===== src/rtl/ssui_pkg.sv =====
package ssui_pkg;

  // Element word width
  localparam int WORD_W = 32;

  // Command codes carried on the input channel
  typedef enum logic [1:0] {
    CMD_LOAD_A = 2'd0,
    CMD_LOAD_B = 2'd1,
    CMD_UNION  = 2'd2,
    CMD_ISECT  = 2'd3
  } cmd_t;

endpackage


===== src/rtl/ssui_if.sv =====
// Input channel: one command beat per item
interface ssui_in_if;
  logic                               valid;
  logic                               ready;
  ssui_pkg::cmd_t                     cmd;
  logic signed [ssui_pkg::WORD_W-1:0] element_value;

  modport source (output valid, output cmd, output element_value, input ready);
  modport sink   (input valid, input cmd, input element_value, output ready);
endinterface

// Result channel: one member of the answer per beat
interface ssui_out_if;
  logic                               valid;
  logic                               ready;
  logic signed [ssui_pkg::WORD_W-1:0] result_value;
  logic                               result_valid;
  logic                               result_last;
  logic                               load_overflow;

  modport source (output valid, output result_value, output result_valid,
                  output result_last, output load_overflow, input ready);
  modport sink   (input valid, input result_value, input result_valid,
                  input result_last, input load_overflow, output ready);
endinterface


===== src/rtl/ssui_ram.sv =====
// Simple dual-port RAM: one write port, one read port, registered read
module ssui_ram #(
  parameter int WIDTH = 32,
  parameter int DEPTH = 32
) (
  input  logic                     clk,
  input  logic                     we,
  input  logic [$clog2(DEPTH)-1:0] waddr,
  input  logic [WIDTH-1:0]         wdata,
  input  logic [$clog2(DEPTH)-1:0] raddr,
  output logic [WIDTH-1:0]         rdata
);

  logic [WIDTH-1:0] mem [DEPTH];
  logic [WIDTH-1:0] rdata_r;

  always_ff @(posedge clk) begin
    if (we) begin
      mem[waddr] <= wdata;
    end
    rdata_r <= mem[raddr];
  end

  assign rdata = rdata_r;

endmodule


===== src/rtl/sorted_set_union_intersection_core.sv =====
// Sorted set union / intersection engine.
// Input channel in_ch carries a command and an element. Load commands append
// the element to the first or second set (no result beat); a load into a
// full set is dropped and remembered as an overflow. A union or
// intersection command merges both sets in one ascending pass and emits
// the answer on out_ch, one member per beat, with result_last on the final
// beat. An empty answer gives a single beat with result_valid low. Every
// result beat carries the overflow flag. After a compute both sets and the
// overflow flag are empty again.
// Timing: a load is taken every cycle while the block is idle. A compute
// holds in_ch.ready low through every merge step (RAM read, then compare in
// the shared comparator) and while the last beat is closed in S_DONE; the
// registered RAM read sets the read-then-compare step. A member is held in a
// pending register until the next member is found or the merge ends, to
// learn whether it is the last; only then does it leave as a result.
// If out_ch stalls, the merge pauses at the next member to be pushed; the
// output register holds the beat until taken. Reset (synchronous, active
// low) empties both sets, clears the overflow flag and drops any result.
module sorted_set_union_intersection_core #(
  parameter int SET_DEPTH = 32
) (
  input  logic              clk,
  input  logic              rst_n,
  ssui_in_if.sink           in_ch,
  ssui_out_if.source        out_ch
);

  localparam int AW = (SET_DEPTH > 1) ? $clog2(SET_DEPTH) : 1;
  localparam int CW = $clog2(SET_DEPTH + 1);
  localparam logic [CW-1:0] DEPTH_C = CW'(SET_DEPTH);
  localparam int WW = ssui_pkg::WORD_W;

  typedef enum logic [1:0] {
    S_IDLE,
    S_READ,
    S_CMP,
    S_DONE
  } state_t;

  state_t          state_r;
  logic            is_union_r;
  logic [CW-1:0]   first_cnt_r;
  logic [CW-1:0]   second_cnt_r;
  logic [CW-1:0]   i_r;
  logic [CW-1:0]   j_r;
  logic            ovf_r;
  logic            pend_v_r;
  logic [WW-1:0]   pend_val_r;
  logic            out_v_r;
  logic [WW-1:0]   out_val_r;
  logic            out_mem_r;
  logic            out_last_r;
  logic            out_ovf_r;

  logic            accept;
  logic            load_a;
  logic            load_b;
  logic            out_free;
  logic [WW-1:0]   rd_a;
  logic [WW-1:0]   rd_b;
  logic            has_a;
  logic            has_b;
  logic            heads_eq;
  logic            a_less;
  logic            take_a;
  logic            take_b;
  logic            emit;
  logic [WW-1:0]   emit_val;
  logic            merge_done;
  logic            stall;

  // Handshake and load decode
  assign in_ch.ready = (state_r == S_IDLE);
  assign accept      = in_ch.valid && in_ch.ready;
  assign load_a      = accept && (in_ch.cmd == ssui_pkg::CMD_LOAD_A)
                       && (first_cnt_r < DEPTH_C);
  assign load_b      = accept && (in_ch.cmd == ssui_pkg::CMD_LOAD_B)
                       && (second_cnt_r < DEPTH_C);
  assign out_free    = !out_v_r || out_ch.ready;

  // Set stores
  ssui_ram #(.WIDTH(WW), .DEPTH(SET_DEPTH)) u_ram_a (
    .clk   (clk),
    .we    (load_a),
    .waddr (first_cnt_r[AW-1:0]),
    .wdata (in_ch.element_value),
    .raddr (i_r[AW-1:0]),
    .rdata (rd_a)
  );

  ssui_ram #(.WIDTH(WW), .DEPTH(SET_DEPTH)) u_ram_b (
    .clk   (clk),
    .we    (load_b),
    .waddr (second_cnt_r[AW-1:0]),
    .wdata (in_ch.element_value),
    .raddr (j_r[AW-1:0]),
    .rdata (rd_b)
  );

  // Shared comparator and merge step decision
  assign has_a    = i_r < first_cnt_r;
  assign has_b    = j_r < second_cnt_r;
  assign heads_eq = rd_a == rd_b;
  assign a_less   = $signed(rd_a) < $signed(rd_b);

  always_comb begin
    take_a   = 1'b0;
    take_b   = 1'b0;
    emit     = 1'b0;
    emit_val = rd_a;
    if (has_a && has_b) begin
      if (heads_eq) begin
        take_a = 1'b1;
        take_b = 1'b1;
        emit   = 1'b1;
      end else if (a_less) begin
        take_a = 1'b1;
        emit   = is_union_r;
      end else begin
        take_b   = 1'b1;
        emit     = is_union_r;
        emit_val = rd_b;
      end
    end else if (has_a) begin
      take_a = 1'b1;
      emit   = is_union_r;
    end else if (has_b) begin
      take_b   = 1'b1;
      emit     = is_union_r;
      emit_val = rd_b;
    end
  end

  // intersection ends as soon as either side runs out
  assign merge_done = is_union_r ? !(has_a || has_b) : !(has_a && has_b);
  assign stall      = emit && pend_v_r && !out_free;

  // Sequencer, set counts and output register
  always_ff @(posedge clk) begin
    if (!rst_n) begin
      state_r      <= S_IDLE;
      is_union_r   <= 1'b0;
      first_cnt_r  <= '0;
      second_cnt_r <= '0;
      i_r          <= '0;
      j_r          <= '0;
      ovf_r        <= 1'b0;
      pend_v_r     <= 1'b0;
      out_v_r      <= 1'b0;
    end else begin
      if (out_ch.ready) begin
        out_v_r <= 1'b0;
      end
      case (state_r)
        S_IDLE: begin
          if (accept) begin
            case (in_ch.cmd)
              ssui_pkg::CMD_LOAD_A: begin
                if (load_a) begin
                  first_cnt_r <= first_cnt_r + 1'b1;
                end else begin
                  ovf_r <= 1'b1;
                end
              end
              ssui_pkg::CMD_LOAD_B: begin
                if (load_b) begin
                  second_cnt_r <= second_cnt_r + 1'b1;
                end else begin
                  ovf_r <= 1'b1;
                end
              end
              default: begin
                is_union_r <= (in_ch.cmd == ssui_pkg::CMD_UNION);
                i_r        <= '0;
                j_r        <= '0;
                pend_v_r   <= 1'b0;
                state_r    <= S_READ;
              end
            endcase
          end
        end
        S_READ: begin
          state_r <= S_CMP;
        end
        S_CMP: begin
          if (merge_done) begin
            state_r <= S_DONE;
          end else if (!stall) begin
            if (take_a) begin
              i_r <= i_r + 1'b1;
            end
            if (take_b) begin
              j_r <= j_r + 1'b1;
            end
            if (emit) begin
              // held member is not the last one: push it
              if (pend_v_r) begin
                out_v_r    <= 1'b1;
                out_val_r  <= pend_val_r;
                out_mem_r  <= 1'b1;
                out_last_r <= 1'b0;
                out_ovf_r  <= ovf_r;
              end
              pend_val_r <= emit_val;
              pend_v_r   <= 1'b1;
            end
            state_r <= S_READ;
          end
        end
        S_DONE: begin
          if (out_free) begin
            out_v_r      <= 1'b1;
            out_val_r    <= pend_v_r ? pend_val_r : '0;
            out_mem_r    <= pend_v_r;
            out_last_r   <= 1'b1;
            out_ovf_r    <= ovf_r;
            pend_v_r     <= 1'b0;
            first_cnt_r  <= '0;
            second_cnt_r <= '0;
            ovf_r        <= 1'b0;
            state_r      <= S_IDLE;
          end
        end
        default: begin
          state_r <= S_IDLE;
        end
      endcase
    end
  end

  assign out_ch.valid         = out_v_r;
  assign out_ch.result_value  = out_val_r;
  assign out_ch.result_valid  = out_mem_r;
  assign out_ch.result_last   = out_last_r;
  assign out_ch.load_overflow = out_ovf_r;

`ifndef NO_ASSERTIONS
  a_cnt_bound: assert property (@(posedge clk) disable iff (!rst_n)
    first_cnt_r <= DEPTH_C && second_cnt_r <= DEPTH_C)
    else $error("set count exceeds depth");

  a_idx_bound: assert property (@(posedge clk) disable iff (!rst_n)
    state_r != S_IDLE |-> (i_r <= first_cnt_r && j_r <= second_cnt_r))
    else $error("merge index ran past set end");

  a_clear: assert property (@(posedge clk) disable iff (!rst_n)
    (state_r == S_DONE && out_free) |=>
      (first_cnt_r == '0 && second_cnt_r == '0 && !ovf_r && !pend_v_r))
    else $error("sets not emptied after compute");

  a_empty_last: assert property (@(posedge clk) disable iff (!rst_n)
    (out_v_r && !out_mem_r) |-> out_last_r)
    else $error("empty answer beat without last flag");
`endif

endmodule


===== src/flat_wrapper.sv =====
// flat-port wrapper written by rule: the top's interface ports become plain ports
module sorted_set_union_intersection_core_flat 
#(
  parameter int SET_DEPTH = 32
)
  (clk, rst_n, in_ch_valid, in_ch_cmd, in_ch_element_value, in_ch_ready, out_ch_valid, out_ch_result_value, out_ch_result_valid, out_ch_result_last, out_ch_load_overflow, out_ch_ready);
  ssui_in_if in_ch_i ();
  ssui_out_if out_ch_i ();
  input  logic clk;
  input  logic rst_n;
  input wire logic [$bits(in_ch_i.valid)-1:0] in_ch_valid;
  input wire logic [$bits(in_ch_i.cmd)-1:0] in_ch_cmd;
  input wire logic [$bits(in_ch_i.element_value)-1:0] in_ch_element_value;
  output wire logic [$bits(in_ch_i.ready)-1:0] in_ch_ready;
  output wire logic [$bits(out_ch_i.valid)-1:0] out_ch_valid;
  output wire logic [$bits(out_ch_i.result_value)-1:0] out_ch_result_value;
  output wire logic [$bits(out_ch_i.result_valid)-1:0] out_ch_result_valid;
  output wire logic [$bits(out_ch_i.result_last)-1:0] out_ch_result_last;
  output wire logic [$bits(out_ch_i.load_overflow)-1:0] out_ch_load_overflow;
  input wire logic [$bits(out_ch_i.ready)-1:0] out_ch_ready;
  assign in_ch_i.valid = in_ch_valid;
  assign in_ch_i.cmd = in_ch_cmd;
  assign in_ch_i.element_value = in_ch_element_value;
  assign in_ch_ready = in_ch_i.ready;
  assign out_ch_valid = out_ch_i.valid;
  assign out_ch_result_value = out_ch_i.result_value;
  assign out_ch_result_valid = out_ch_i.result_valid;
  assign out_ch_result_last = out_ch_i.result_last;
  assign out_ch_load_overflow = out_ch_i.load_overflow;
  assign out_ch_i.ready = out_ch_ready;
  sorted_set_union_intersection_core #(.SET_DEPTH(SET_DEPTH)) u_core (.clk(clk), .rst_n(rst_n), .in_ch(in_ch_i), .out_ch(out_ch_i));
endmodule

===== config.mk =====
export PLATFORM = sky130hd
export DESIGN_NAME = sorted_set_union_intersection_core_flat
export DESIGN_NICKNAME = d
export VERILOG_FILES = /design/src/rtl/ssui_pkg.sv /design/src/rtl/ssui_if.sv /design/src/rtl/ssui_ram.sv /design/src/rtl/sorted_set_union_intersection_core.sv /design/src/flat_wrapper.sv
export SDC_FILE = /design/constraint.sdc
export NUM_CORES = 2
export LEC_CHECK = 0
export BUFFER_PORTS_ARGS = -buffer_cell sky130_fd_sc_hd__buf_2
export CAP_MARGIN = 25
export CORE_MARGIN = 1
export CORE_UTILIZATION = 40
export DETAILED_ROUTE_END_ITERATION = 8
export MAX_ROUTING_LAYER = met4
export PLACE_DENSITY_LB_ADDON = 0.25
export SLEW_MARGIN = 20
export SYNTH_ARGS = -nofsm -noshare
export SYNTH_HDL_FRONTEND = slang
export SYNTH_SLANG_ARGS = --single-unit

===== constraint.sdc =====
create_clock -name clk -period 5.7 [get_ports clk]
set_input_delay 1.14 -clock clk [delete_from_list [all_inputs] [get_ports clk]]
set_output_delay 1.14 -clock clk [all_outputs]
set_load 0.03 [all_outputs]

==> results.ini <==
[global_route]
grt_pass1_vias = 38500
antenna_found_initial = 15
grt_overflow = 0
grt_start_max_net_pins = 132
grt_usage_pct = 20.5
grt_first_pass_wirelength_um = 297000

[route]
drt_iter0_drc = 4101
drtAntennaViolNets = 0
wl_um = 210000
routed-via-count = 38600
wire_per_inst_um = 30.3
route.detailed.drc = 0
avgViaCountPerCell = 5.56
first_pass_iters = 5

[cts]
cts_made_buffers = 213
cts_max_path_buffers = 3
post_cts_resize_count = 0
cts.sinks = 2209
cts_hold_buffers = 0
clk_latency_ps = 850
postCtsSetupRepairBufs = 0
clk_pin_slew_ps = 60
root_buffer = clkbuf_16
cts_tree = built
htreeDepth = 4

[placed_design]
hpwl_um = 122000
io_buffers = 74
finalWeightedCongestion = 0.807

[finish]
fill_cells = 17300
seqCellArea_mm2 = 0.0654
multiInputGateArea_mm2 = 0.0185
drive_above_1_share_pct = 30.4
nNetsFinal = 4024
area_growth_pct = 13.7

[status]
outcome = complete, no violations

[synth]
syn_area_mm2 = 0.0844
synth_edf_count = 2115
async_reset_ff_share_pct = 0
yosysSeqAreaShare_pct = 77.5
synth_area_leader_cell = edfxtp_1
yosys_register_bits = 2209
syn_nets = 3786
synth_common_cells = 2115 x edfxtp_1, 640 x mux4_2, 243 x nand2_1
syn_area_per_cell_um2 = 22.8
syn-instance-count = 3696
yosys.area.top_type_share_pct = 75.3
yosysUniqueCellTypes = 57
synth-main-ff-cell = edfxtp_1
ys_warn_count = 0
yosysMostFrequentCell = edfxtp_1
synth_area_leaders = edfxtp_1 75%, mux4_2 17%, dfxtp_1 2.2%, nand2_1 1.1%, ha_1 0.77%

[sta]
fin_setup_tns_ps = 0
whs_ps = 448
setup_viol = 0
drv_slew = 0
max_freq_ghz = 0.250
finClkSkew_ps = 25.4
rsz0062_at_grt = false
worstMarginPinSlew_ps = 997
post-route-period-util_pct = 70.1
min_period_ps = 4000
hold_viol = 0
relSlewSlack_pct = 33.5

[critical_path]
rr_startpoint = u_core.j_r[4]$_SDFFE_PN0P_
ff2ff_path_depth = 10
critPathLaunchType = register
end_kind = register
cp_max_fo = 36
r2r-end = u_core.out_ch.result_value[14]$_DFFE_PP_
cp.arrival_ps = 4480
required_ps = 6180
rrSetupSlack_ps = 1700
worstSetupPathType = register to register
crit_path_start = u_core.j_r[4]$_SDFFE_PN0P_

[floorplan]
fp.dieH_um = 461
start_util_pct = 40.3
die_x_um = 461
die-area_mm2 = 0.213
num_io_pins = 75
rows = 168
core_area_mm2 = 0.210

[power]
leakage_nw = 29.1
powerDensity_mw_per_mm2 = 334
peakVddDrop_uv = 285

[min_path]
worstHoldPathCells = 0
hp-class = register to register
hp-start = u_core.ovf_r$_SDFFE_PN0P_
hold_end = u_core.out_ch.load_overflow$_DFFE_PP_

[run]
maxCapViolCount = 0

[area by class of cell]
class	instances	area share, %
Antenna cell	9	0.0235
Tap cell	2805	3.66
Sequential cell	2209	68.2
Clock buffer	282	6.04
Clock inverter	118	0.963
Multi-Input combinational cell	1260	19.3
Timing Repair Buffer	197	1.57
Inverter	53	0.207
[worst max-delay path, stage by stage, from the launching register on]
cell     delay (ps)
dfxtp_2         310
buf_4           430
ha_1            360
a21o_1          190
a21o_1          180
a41oi_2         430
nand2_1         160
o21ai_0         430
a21oi_1         180
nor3_2          410
buf_4           520
[layout by cell type, fill, tap and decap left out, types with 12 or more instances in the layout]
master,count
edfxtp_1,2115
mux4_2,640
nand2_1,243
clkbuf_16,219
buf_4,130
dfxtp_1,84
nor2_4,64
clkbuf_1,55
buf_2,54
inv_1,52
ha_1,52
clkinv_1,51
and2_1,38
clkinv_2,34
mux2_2,32
nand3_1,28
nor2_1,20
a21oi_1,19
o21ai_0,13
buf_12,13
bufinv_16,12
[worst max path at each step]
stage / end / slack (ps) / depth (start not counted)
3_3_place_gp: u_core.u_ram_b.mem[20][19]$_DFFE_PP_ / 1200 / 7
5_1_grt: u_core.out_ch.result_value[25]$_DFFE_PP_ / 1490 / 10
4_1_cts: u_core.out_ch.result_value[14]$_DFFE_PP_ / 1660 / 10
6_report: u_core.out_ch.result_value[14]$_DFFE_PP_ / 1700 / 10
3_5_place_dp: u_core.u_ram_b.mem[20][19]$_DFFE_PP_ / 1240 / 7
2_1_floorplan: u_core.out_ch.load_overflow$_DFFE_PP_ / 790 / 10
[kinds of logic after synthesis]
| kind of cell | Yosys count | synth area share (%) |
|---|---|---|
| buffers and inverters | 227 | 1.10 |
| adder cells (fa/ha/maj) | 53 | 0.783 |
| multiplexers | 673 | 17.5 |
| AND/OR/NAND/NOR | 440 | 2.26 |
| AO/OA/AOI/OAI | 87 | 0.749 |
| flip-flops | 2209 | 77.5 |
| XOR/XNOR | 7 | 0.0727 |
[state kept, by name, indices dropped and copies added, names as in the netlist]
register / cells
u_core.out_ch.load_overflow: 1
u_core.u_ram_a.mem: 1024
u_core.out_ch.result_last: 1
u_core.pend_val_r: 32
u_core.pend_v_r: 1
u_core.u_ram_a.rdata: 32
u_core.u_ram_b.rdata: 32
u_core.i_r: 6
u_core.out_ch.result_value: 32
u_core.ovf_r: 1
u_core.second_cnt_r: 6
u_core.out_ch.valid: 1
u_core.is_union_r: 1
u_core.j_r: 6
u_core.out_ch.result_valid: 1
u_core.u_ram_b.mem: 1024
u_core.state_r: 2
u_core.first_cnt_r: 6
[metal layers]
layer / wire, um / share of wire [%] / track usage [%]
met1: 92000 / 44 / 29.6
met2: 100000 / 48 / 31.2
met3: 14400 / 6.9 / 3.12
met4: 3350 / 1.6 / 4.02
met5: 0 / 0 / -
[through the flow]
stage	util (%)	total power, mW	instances	instance area, um^2	setup WS [ps]
detailed placement	42.6	18.8	6524	89200	1240
global route	45.8	32.9	6927	95900	1490
floorplan	-	18.3	3696	84400	787
finish	45.8	32.1	6933	95900	1700
CTS	45.8	32.4	6924	95900	1660
global placement	42.5	18.8	6523	89200	1200
[where the power goes]
group / switching [mW] / internal, mW
logic: 0.479 / 0.126
registers: 0.0225 / 17.8
clock network: 5.97 / 7.68
No activity file was read; power rests on OpenSTA's default activity.
